==> config.mk <==
export PLATFORM = sky130hd
export DESIGN_NAME = wavpack_block_sync_deframer
export DESIGN_NICKNAME = d
export VERILOG_FILES = /design/src/rtl/wbsd_pkg.sv /design/src/rtl/wbsd_hdr_check.sv /design/src/rtl/wavpack_block_sync_deframer.sv
export VERILOG_INCLUDE_DIRS = /design/src /design/src/rtl
export SDC_FILE = /design/constraint.sdc
export NUM_CORES = 1
export LEC_CHECK = 0
export ABC_AREA = 0
export BUFFER_PORTS_ARGS = -buffer_cell sky130_fd_sc_hd__buf_2
export CAP_MARGIN = 20
export CELL_PAD_IN_SITES_DETAIL_PLACEMENT = 0
export CELL_PAD_IN_SITES_GLOBAL_PLACEMENT = 1
export CORE_ASPECT_RATIO = 0.75
export CORE_MARGIN = 2
export CORE_UTILIZATION = 40
export CTS_CLUSTER_DIAMETER = 80
export CTS_CLUSTER_SIZE = 10
export DETAILED_ROUTE_END_ITERATION = 8
export PLACE_DENSITY = 0.78
export SYNTH_ARGS = -nofsm -noshare
export SYNTH_HDL_FRONTEND = slang
export SYNTH_SLANG_ARGS = --single-unit
export TNS_END_PERCENT = 50
==> constraint.sdc <==
create_clock -name clock -period 12.7 [get_ports clock]
set_input_delay 0.635 -clock clock [delete_from_list [all_inputs] [get_ports clock]]
set_output_delay 0.635 -clock clock [all_outputs]
set_load 0.1 [all_outputs]
==> src/rtl/assert_macros.svh <==
// ----------------------------------------------------------------------------
// Assertion macros
// Shared concurrent assertion forms used by the RTL. They are empty in synthesis.
// ----------------------------------------------------------------------------
`ifndef ASSERT_MACROS_SVH
`define ASSERT_MACROS_SVH

`ifndef SYNTHESIS
// The condition holds whenever the trigger holds, in the same cycle.
`define ASSERT_IMPLY(label, clk, rst, ante, cons) \
   label: assert property (@(posedge clk) disable iff (rst) (ante) |-> (cons)) \
      else $error("assertion failed: same-cycle implication");
// The condition holds in the cycle after the trigger.
`define ASSERT_NEXT(label, clk, rst, ante, cons) \
   label: assert property (@(posedge clk) disable iff (rst) (ante) |=> (cons)) \
      else $error("assertion failed: next-cycle implication");
`else
`define ASSERT_IMPLY(label, clk, rst, ante, cons)
`define ASSERT_NEXT(label, clk, rst, ante, cons)
`endif

`endif

==> src/rtl/wbsd_pkg.sv <==
// ----------------------------------------------------------------------------
// WavPack block sync deframer package
// Types, constants and result codes shared by the deframer modules.
// ----------------------------------------------------------------------------
package wbsd_pkg;

   localparam int WIN_LEN = 32;

   localparam logic [31:0] SIZE_BAD_MASK = 32'hfff0_0001;
   localparam logic [31:0] SIZE_ADJUST   = 32'd8;
   localparam logic [19:0] HDR_LEN       = 20'd32;
   localparam logic [23:0] SKIP_MAX      = 24'hff_ffff;
   localparam logic [23:0] NOSYNC_RESET  = 24'd1048576;

   localparam logic [7:0] MAGIC_0 = 8'h77;  // 'w'
   localparam logic [7:0] MAGIC_1 = 8'h76;  // 'v'
   localparam logic [7:0] MAGIC_2 = 8'h70;  // 'p'
   localparam logic [7:0] MAGIC_3 = 8'h6b;  // 'k'

   localparam logic [1:0] KIND_HEADER = 2'd0;
   localparam logic [1:0] KIND_BODY   = 2'd1;
   localparam logic [1:0] KIND_NOSYNC = 2'd2;

   typedef enum logic [1:0] {
      MODE_SEARCH,
      MODE_BODY,
      MODE_STUCK
   } mode_type;

   typedef logic [7:0] byte_type;
   typedef byte_type [WIN_LEN-1:0] win_type;

   typedef struct packed {
      logic        ok;
      logic        has_body;
      logic [19:0] body_len;
      logic [19:0] block_size;
      logic [15:0] version;
      logic [31:0] stream_samples;
      logic [31:0] block_index;
      logic [31:0] sample_count;
   } hdr_type;

endpackage

==> src/rtl/wbsd_hdr_check.sv <==
// ----------------------------------------------------------------------------
// Header check
// Tests a full 32-byte window as a block header and extracts its fields.
// ----------------------------------------------------------------------------
module wbsd_hdr_check (
   input  wbsd_pkg::win_type win,
   output wbsd_pkg::hdr_type hdr
);

   logic [31:0] size_word;
   logic        magic_ok;
   logic        size_ok;
   logic        flag_ok;

   // The size field is little-endian at offset 4 and excludes the first 8 bytes.
   assign size_word = {win[7], win[6], win[5], win[4]} + wbsd_pkg::SIZE_ADJUST;

   assign magic_ok = (win[0] == wbsd_pkg::MAGIC_0) && (win[1] == wbsd_pkg::MAGIC_1) &&
                     (win[2] == wbsd_pkg::MAGIC_2) && (win[3] == wbsd_pkg::MAGIC_3);
   assign size_ok  = (size_word & wbsd_pkg::SIZE_BAD_MASK) == 32'd0;
   assign flag_ok  = !win[27][7];

   always_comb begin
      hdr.ok             = magic_ok && size_ok && flag_ok;
      hdr.block_size     = size_word[19:0];
      hdr.has_body       = size_word[19:0] > wbsd_pkg::HDR_LEN;
      hdr.body_len       = size_word[19:0] - wbsd_pkg::HDR_LEN;
      hdr.version        = {win[9], win[8]};
      hdr.stream_samples = {win[15], win[14], win[13], win[12]};
      hdr.block_index    = {win[19], win[18], win[17], win[16]};
      hdr.sample_count   = {win[23], win[22], win[21], win[20]};
   end

endmodule

==> src/rtl/wavpack_block_sync_deframer.sv <==
// ----------------------------------------------------------------------------
// WavPack block sync deframer
// Finds block headers in a byte stream and passes block bodies through.
// ----------------------------------------------------------------------------
// Bytes enter on the req_ channel, one per request. The last 32 bytes are held
// in a shift window; once it is full it is checked as a header. A good header
// gives one rsp_ result of kind header, then the body bytes follow one result
// per byte with rsp_last on the final one. Each failed check drops one byte;
// when more bytes than the sync limit have been dropped a single no-sync result
// is given and all later bytes are swallowed until reset.
// The sync limit is written through the csr_ channel, which is always ready.
// A request passes through an input register, then through the
// window check and state update into the result register. One byte is taken
// every cycle while the result register is free or being emptied; a stalled
// receiver holds the result and the input register, then req_ready falls.
// Synchronous reset empties the window, clears the counters and both stages,
// and sets the sync limit back to 1048576.
// ----------------------------------------------------------------------------
`include "assert_macros.svh"

module wavpack_block_sync_deframer (
   input  logic        clock,
   input  logic        reset,
   input  logic        req_valid,
   output logic        req_ready,
   input  logic [7:0]  req_in_byte,
   output logic        rsp_valid,
   input  logic        rsp_ready,
   output logic [1:0]  rsp_kind,
   output logic [7:0]  rsp_body_byte,
   output logic        rsp_last,
   output logic [19:0] rsp_block_size,
   output logic [15:0] rsp_version,
   output logic [31:0] rsp_stream_samples,
   output logic [31:0] rsp_block_index,
   output logic [31:0] rsp_sample_count,
   output logic [23:0] rsp_skipped_bytes,
   input  logic        csr_valid,
   output logic        csr_ready,
   input  logic [23:0] csr_sync_limit
);

   wbsd_pkg::mode_type mode_ff, mode_in;
   wbsd_pkg::win_type  win_ff, win_in, win_next;
   wbsd_pkg::hdr_type  hdr;

   logic [4:0]  fill_ff, fill_in;
   logic [19:0] body_left_ff, body_left_in;
   logic [23:0] skip_ff, skip_in;
   logic [23:0] skip_inc;
   logic [23:0] sync_limit_ff, sync_limit_in;

   logic        in_valid_ff, in_valid_in;
   logic [7:0]  in_byte_ff, in_byte_in;
   logic        advance;

   logic        rsp_valid_ff, rsp_valid_in;
   logic [1:0]  kind_ff, kind_in;
   logic [7:0]  body_byte_ff, body_byte_in;
   logic        last_ff, last_in;
   logic [19:0] block_size_ff, block_size_in;
   logic [15:0] version_ff, version_in;
   logic [31:0] total_ff, total_in;
   logic [31:0] index_ff, index_in;
   logic [31:0] samples_ff, samples_in;
   logic [23:0] skipped_ff, skipped_in;

   // The processing stage moves only when the result register can take a value.
   assign advance   = in_valid_ff && (!rsp_valid_ff || rsp_ready);
   assign req_ready = !in_valid_ff || advance;
   assign csr_ready = 1'b1;

   always_comb begin
      for (int i = 0; i < wbsd_pkg::WIN_LEN - 1; i++) begin
         win_next[i] = win_ff[i+1];
      end
      win_next[wbsd_pkg::WIN_LEN-1] = in_byte_ff;
   end

   wbsd_hdr_check u_hdr_check (
      .win (win_next),
      .hdr (hdr)
   );

   assign skip_inc = (skip_ff == wbsd_pkg::SKIP_MAX) ? skip_ff : skip_ff + 24'd1;

   always_comb begin
      in_valid_in   = in_valid_ff;
      in_byte_in    = in_byte_ff;
      if (req_valid && req_ready) begin
         in_valid_in = 1'b1;
         in_byte_in  = req_in_byte;
      end else if (advance) begin
         in_valid_in = 1'b0;
      end

      sync_limit_in = sync_limit_ff;
      if (csr_valid && csr_ready) begin
         sync_limit_in = csr_sync_limit;
      end

      mode_in       = mode_ff;
      win_in        = win_ff;
      fill_in       = fill_ff;
      body_left_in  = body_left_ff;
      skip_in       = skip_ff;

      rsp_valid_in  = rsp_valid_ff && !rsp_ready;
      kind_in       = kind_ff;
      body_byte_in  = body_byte_ff;
      last_in       = last_ff;
      block_size_in = block_size_ff;
      version_in    = version_ff;
      total_in      = total_ff;
      index_in      = index_ff;
      samples_in    = samples_ff;
      skipped_in    = skipped_ff;

      if (advance) begin
         case (mode_ff)
            wbsd_pkg::MODE_BODY: begin
               body_left_in  = body_left_ff - 20'd1;
               rsp_valid_in  = 1'b1;
               kind_in       = wbsd_pkg::KIND_BODY;
               body_byte_in  = in_byte_ff;
               last_in       = (body_left_ff == 20'd1);
               block_size_in = '0;
               version_in    = '0;
               total_in      = '0;
               index_in      = '0;
               samples_in    = '0;
               skipped_in    = '0;
               if (body_left_ff == 20'd1) begin
                  mode_in = wbsd_pkg::MODE_SEARCH;
               end
            end
            wbsd_pkg::MODE_SEARCH: begin
               win_in = win_next;
               if (fill_ff != 5'd31) begin
                  fill_in = fill_ff + 5'd1;
               end else if (hdr.ok) begin
                  fill_in       = '0;
                  skip_in       = '0;
                  rsp_valid_in  = 1'b1;
                  kind_in       = wbsd_pkg::KIND_HEADER;
                  body_byte_in  = '0;
                  last_in       = 1'b0;
                  block_size_in = hdr.block_size;
                  version_in    = hdr.version;
                  total_in      = hdr.stream_samples;
                  index_in      = hdr.block_index;
                  samples_in    = hdr.sample_count;
                  skipped_in    = skip_ff;
                  // A block of header length or less carries no body.
                  if (hdr.has_body) begin
                     body_left_in = hdr.body_len;
                     mode_in      = wbsd_pkg::MODE_BODY;
                  end else begin
                     body_left_in = '0;
                  end
               end else begin
                  // The oldest byte drops out; the window stays one short of full.
                  skip_in = skip_inc;
                  if (skip_inc > sync_limit_ff) begin
                     mode_in       = wbsd_pkg::MODE_STUCK;
                     rsp_valid_in  = 1'b1;
                     kind_in       = wbsd_pkg::KIND_NOSYNC;
                     body_byte_in  = '0;
                     last_in       = 1'b0;
                     block_size_in = '0;
                     version_in    = '0;
                     total_in      = '0;
                     index_in      = '0;
                     samples_in    = '0;
                     skipped_in    = skip_inc;
                  end
               end
            end
            default: begin
               // Stuck: the byte is taken and discarded.
            end
         endcase
      end
   end

   always_ff @(posedge clock) begin
      if (reset) begin
         in_valid_ff   <= 1'b0;
         rsp_valid_ff  <= 1'b0;
         mode_ff       <= wbsd_pkg::MODE_SEARCH;
         fill_ff       <= '0;
         body_left_ff  <= '0;
         skip_ff       <= '0;
         sync_limit_ff <= wbsd_pkg::NOSYNC_RESET;
      end else begin
         in_valid_ff   <= in_valid_in;
         rsp_valid_ff  <= rsp_valid_in;
         mode_ff       <= mode_in;
         fill_ff       <= fill_in;
         body_left_ff  <= body_left_in;
         skip_ff       <= skip_in;
         sync_limit_ff <= sync_limit_in;
      end
   end

   always_ff @(posedge clock) begin
      in_byte_ff    <= in_byte_in;
      win_ff        <= win_in;
      kind_ff       <= kind_in;
      body_byte_ff  <= body_byte_in;
      last_ff       <= last_in;
      block_size_ff <= block_size_in;
      version_ff    <= version_in;
      total_ff      <= total_in;
      index_ff      <= index_in;
      samples_ff    <= samples_in;
      skipped_ff    <= skipped_in;
   end

   assign rsp_valid          = rsp_valid_ff;
   assign rsp_kind           = kind_ff;
   assign rsp_body_byte      = body_byte_ff;
   assign rsp_last           = last_ff;
   assign rsp_block_size     = block_size_ff;
   assign rsp_version        = version_ff;
   assign rsp_stream_samples = total_ff;
   assign rsp_block_index    = index_ff;
   assign rsp_sample_count   = samples_ff;
   assign rsp_skipped_bytes  = skipped_ff;

   `ASSERT_NEXT(a_stuck_silent, clock, reset,
      (mode_ff == wbsd_pkg::MODE_STUCK) && !rsp_valid_ff, !rsp_valid_ff)
   `ASSERT_IMPLY(a_body_window_empty, clock, reset,
      mode_ff == wbsd_pkg::MODE_BODY, (fill_ff == 5'd0) && (body_left_ff != 20'd0))
   `ASSERT_IMPLY(a_last_only_on_body, clock, reset,
      rsp_valid_ff && rsp_last, rsp_kind == wbsd_pkg::KIND_BODY)
   `ASSERT_NEXT(a_nosync_enters_stuck, clock, reset,
      advance && (kind_in == wbsd_pkg::KIND_NOSYNC) && rsp_valid_in,
      mode_ff == wbsd_pkg::MODE_STUCK)

endmodule

* Word-level counts from Yosys, hierarchy flattened
Index checks and enable logic that the tools add are counted.
** Storage, ports and cells
- Output and inout port bits :: 170
- Logic and storage cells :: 148
- Register bits after elaboration :: 500
- Input port bits :: 37
** Operators by class
- Equality and inequality tests :: 13
- Reductions and logical operators :: 25
- Muxes and demuxes :: 54
- $lt $le $gt $ge :: 2
- Add/sub/neg operators :: 5
- Bitwise operators :: 1
** Operator list (count)
- $mux 32 :: 7
- $pmux 32 s2 :: 3
- $mux 20 :: 6
- $mux 24 :: 5
- $pmux 20 s2 :: 2
- $mux 16 :: 3
- $pmux 24 s2 :: 1
- $add 32x4->32 const B :: 1
- $eq 8x7->1 const B :: 4
- $logic_not 32->1 :: 1
- $pmux 16 s2 :: 1
- $add 24x1->24 const B :: 1
- $eq 24x24->1 const B :: 1
- $gt 24x24->1 :: 1
- $mux 8 :: 3
- $eq 20x1->1 const B :: 1
- $gt 20x6->1 const B :: 1
- $sub 20x1->20 const B :: 1
- $sub 20x6->20 const B :: 1
- $pmux 8 s2 :: 1
- $mux 2 :: 7
- $mux 5 :: 2
- $mux 1 :: 9
- $logic_and 1x1->1 :: 8
- other kinds (16) :: 29

* Depth between registers and ports, before layout
- Word-level depth :: 10
- Gate-level depth with buffers :: 16
- Gate-level depth less buffers :: 16

* Modules after synthesis
From an unflattened synthesis, not the netlist that was laid out.
** Second synthesis, totals
- Cells, all modules :: 1591
- Area, all modules :: 21170.3 µm²
** By module, submodules not included
- wavpack_block_sync_deframer :: cells each 1302, sequential area each 14243.7 µm², times used 1, area an instance 19087.1 µm²
- wbsd_hdr_check :: cells each 289, sequential area each 0.0 µm², times used 1, area an instance 2083.2 µm²

* Least setup slack after synthesis
No wires, ideal clock.
- Kind :: register to register
- Start :: register skip_ff[3]
- End :: register index_ff[0] (netlist: rsp_block_index[0]) (enable)
- Period minus slack after synthesis :: 11.941 ns
- Slack :: 0.759 ns
- Arrival :: 11.192 ns
- Data required time :: 11.950 ns
- Path buffers :: 1
- Setup time :: 0.750 ns
- Stages on the path, launching flop included :: 15
- Cells stage by stage :: dfxtp_1 > clkbuf_1 > and4_1 > nand4_1 > a211oi_1 > nand3_1 > nor2_1 > nand3_1 > xnor2_1 > ha_1 > nand4_1 > nor4_1 > a211o_1 > nand2_1 > a21oi_1
** Between the ends
- Cells in the longest elaborated chain, start to end :: 5
- Elaborated cells between the ends (all ways) :: 6
- Classes of those cells :: add/sub (1); order compare (1); eq/ne (2); mux (1); reduce/logical (1)
** Ends and longest elaborated chain
- from (decl) :: line wavpack_block_sync_deframer.sv:49 : logic [23:0] skip_ff, skip_in;
- from (signal assigned) :: line wavpack_block_sync_deframer.sv:201 : skip_ff <= skip_in;
- $add 24x1->24 or $eq 24x24->1 (tied branches) :: line wavpack_block_sync_deframer.sv:85 : assign skip_inc = (skip_ff == wbsd_pkg::SKIP_MAX) ? skip_ff : skip_ff + 24'd1;
- $mux 24 * :: line wavpack_block_sync_deframer.sv:85
- $gt 24x24->1 * :: line wavpack_block_sync_deframer.sv:164 : if (skip_inc > sync_limit_ff) begin
- $ne 3x3->1 (no line) *
- $reduce_and 4->1 (no line) *
- to (signal assigned) :: line wavpack_block_sync_deframer.sv:215 : index_ff <= index_in;
- to (decl) :: line wavpack_block_sync_deframer.sv:64 : logic [31:0] index_ff, index_in;
Every way passes the cells marked *; elsewhere a longest branch is shown, timed or not.
A chain may end at the register's enable or synchronous reset.

* Worst setup path after layout
- Start :: register skip_ff[0]
- End :: register index_ff[20] (netlist: rsp_block_index[20]) (enable)
The elaborated chain is that of the path after synthesis.

==> run metrics <==
status finished, final reports clean; Worst-Margin Slew 1.05 ns; critical path peak fanout 46; Crit Path Category reg -> reg; H-tree depth 2; vias in the first global route 12000; Tot GR Track Use 17.2%; pwr/cell area 141 nW/um^2; leading area contributor after synthesis edfxtp_1; drt drc 0; Placed Area 21700 um^2; worst hold slack 0.206 ns; Crit-path slowest cell a21oi_4; Setup TNS 0 ns; Yosys warning count 0; die area 51900 um^2; post-synth top area share 63.4%; ys async rst share 0%; max-cap violations 0; final setup vio count 0; Core Box Area 49100 um^2; via count 12400; Mapped Cells 1467; WP data arrival 6.86 ns; worst setup margin 6.11 ns; Worst-path clk slew 0.06 ns; Synth top cells by count edfxtp_1, nor2_1, and3_1; dominant synthesized flop cell edfxtp_1; boundary pin count 207; Slew Limit Headroom 29.7%; Worst R2R Path Depth 16; initial antenna violation count 2; Vias/cell 5.29; Routed Antenna Nets 0; Peak VDD IR 0.000111 V; Yosys cell types 82; first-pass GRT wire length 69.7 mm; largest net degree at the start of global routing 132; Tcrit/Tclk final 51.9%; startpoint types register; Yosys reg bits 500; Pwr Total 3.29 mW; CTS Root Cell clkbuf_16; Hold Path Class in -> reg; Post-Place Cells 2255; routability cong. 0.855; std cell rows 70; data required time at the worst endpoint 12.97 ns; Post-CTS Setup Bufs 0; Seq/Total Area, Yosys 71.1%; Fill cells 4287; fin area 23300 um^2; syn_nets 1535; clock skew 0.0295 ns; most frequent cell after synthesis edfxtp_1; port bufs 205; leak pwr 9.41 nW; GR Overflow Total 0; Slew Viols, Final 0; Pre-antenna DRT Iters 7; Post-synth EDFFs 423; final net count 1734; Synth area leaders edfxtp_1, dfxtp_1, and3_1, nor2_1, ha_1; Setup WS pre-CTS 6.12 ns; Worst Setup End Kind register; wire per inst 19.4 um; WHS Path Cells 1; final wirelength 45.7 mm; syn avg cell area 13.7 um^2; RSZ-0062 raised after global routing false; Post-Layout Cell Count 2351; Max clock buf depth 3; worst skew pair latency 0.61 ns; Area growth, synth to finish 16.3%; post-layout util 47.4%; Starting DRT DRC Count 1133; clock tree from TritonCTS yes; Hold-fix buffers, CTS 0; Die Ht 198 um; post-synthesis cell area 20000 um^2; total CTS buffers 56; achievable clock frequency 0.152 GHz; fraction of layout cells with a size suffix above 1 18.1%; minimum clock period after layout 6.59 ns; Initial Util 40.8%; largest incremental delay on the critical path 0.80 ns; DP HPWL 29.2 mm; CP Cell Sequence ha_1 > nand3_1 > nor4_1 > a21boi_1 > nand4_1 > nor3_1 > xor2_1 > ha_1 > nand4_1 > nor4_1 > a211o_1 > nand2_1 > a21oi_4 > buf_4 > buf_4 > buf_12; final hold viol count 0; CTS Sinks 500; Die W 262 um; Post-CTS Resized 0
## layout make-up
type                            count  area (um^2)  area share, %
Sequential cell                   500        14200           61.1
Tap cell                          648          811           3.48
Multi-Input combinational cell    845         5300           22.8
Clock inverter                      3         55.1          0.236
Inverter                           43          169          0.725
Timing Repair Buffer              220         1150           4.94
Antenna cell                        1         2.50         0.0107
Clock buffer                       91         1560           6.71
## worst paths after layout
check | to | slack [ns] | from
setup reg to reg | rsp_block_index[20] | 6.11 | skip_ff[0]
hold / removal | in_byte_ff[1] | 0.21 | req_in_byte[1]
setup / recovery | rsp_block_index[20] | 6.11 | skip_ff[0]
hold reg to reg | win_ff[231] | 0.42 | win_ff[239]
## where the power goes
part	internal, mW	switching [mW]	total (mW)
clock network	0.835	0.628	1.46
registers	1.77	0.00394	1.78
logic	0.0141	0.0368	0.0509
total	2.62	0.669	3.29
## cell families after synthesis
kind of cell / after synthesis / share of synthesized area, %
flip-flops: 500 / 71.1
other: 2 / 0.0375
AND/OR/NAND/NOR: 521 / 13.8
XOR/XNOR: 70 / 3.06
buffers and inverters: 122 / 2.56
adder cells (fa/ha/maj): 31 / 1.94
AO/OA/AOI/OAI: 192 / 6.03
multiplexers: 29 / 1.45
## registers in the layout, summed over array words and instances (netlist names)
| name | flops |
|---|---|
| rsp_valid | 1 |
| body_left_ff | 20 |
| in_valid_ff | 1 |
| rsp_block_index | 32 |
| rsp_kind | 2 |
| sync_limit_ff | 24 |
| rsp_block_size | 20 |
| mode_ff | 2 |
| in_byte_ff | 8 |
| fill_ff | 5 |
| rsp_body_byte | 8 |
| win_ff | 248 |
| rsp_stream_samples | 32 |
| rsp_skipped_bytes | 24 |
| rsp_version | 16 |
| rsp_last | 1 |
| skip_ff | 24 |
| rsp_sample_count | 32 |
## critical path: cells and delay by family, from the launching register on
family / cells / cell delay [ns]
compound gates: 3 / 1.53
fa+ha+maj: 2 / 0.60
buf+inv: 3 / 1.32
simple gates: 7 / 2.11
flops: 1 / 0.47
xor+xnor: 1 / 0.12
## per-layer routing
layer,part of all wire (%),vias up,wire length [um],GRT usage (%)
met2,44,378,20200,25.6
met3,6.9,58,3140,4.69
met5,0,-,0,0
met1,47,6141,21400,24.8
met4,2.0,0,892,4.96
li1,-,5850,-,-
## layout by cell type (no fill, tap or decap), drive strengths merged, types with 4 or more instances in the layout
cell type	synthesis	layout
a211oi	8	8
a21boi	5	5
a21o	9	9
a21oi	66	66
a22oi	6	6
a31oi	7	7
and2	13	13
and3	125	125
and4	6	6
buf	22	220
clkbuf	57	91
dfxtp	77	77
edfxtp	423	423
ha	31	31
inv	42	43
mux2i	28	28
nand2	77	77
nand2b	5	5
nand3	28	28
nand4	20	20
nand4b	4	4
nor2	134	134
nor2b	4	4
nor3	36	36
nor4	17	17
o211ai	5	5
o21ai	46	46
o31ai	5	5
o32ai	4	4
or2	8	8
or3	23	23
or4	6	6
xnor2	35	35
xor2	35	35
Note: power is estimated with default switching activity, not from simulation.
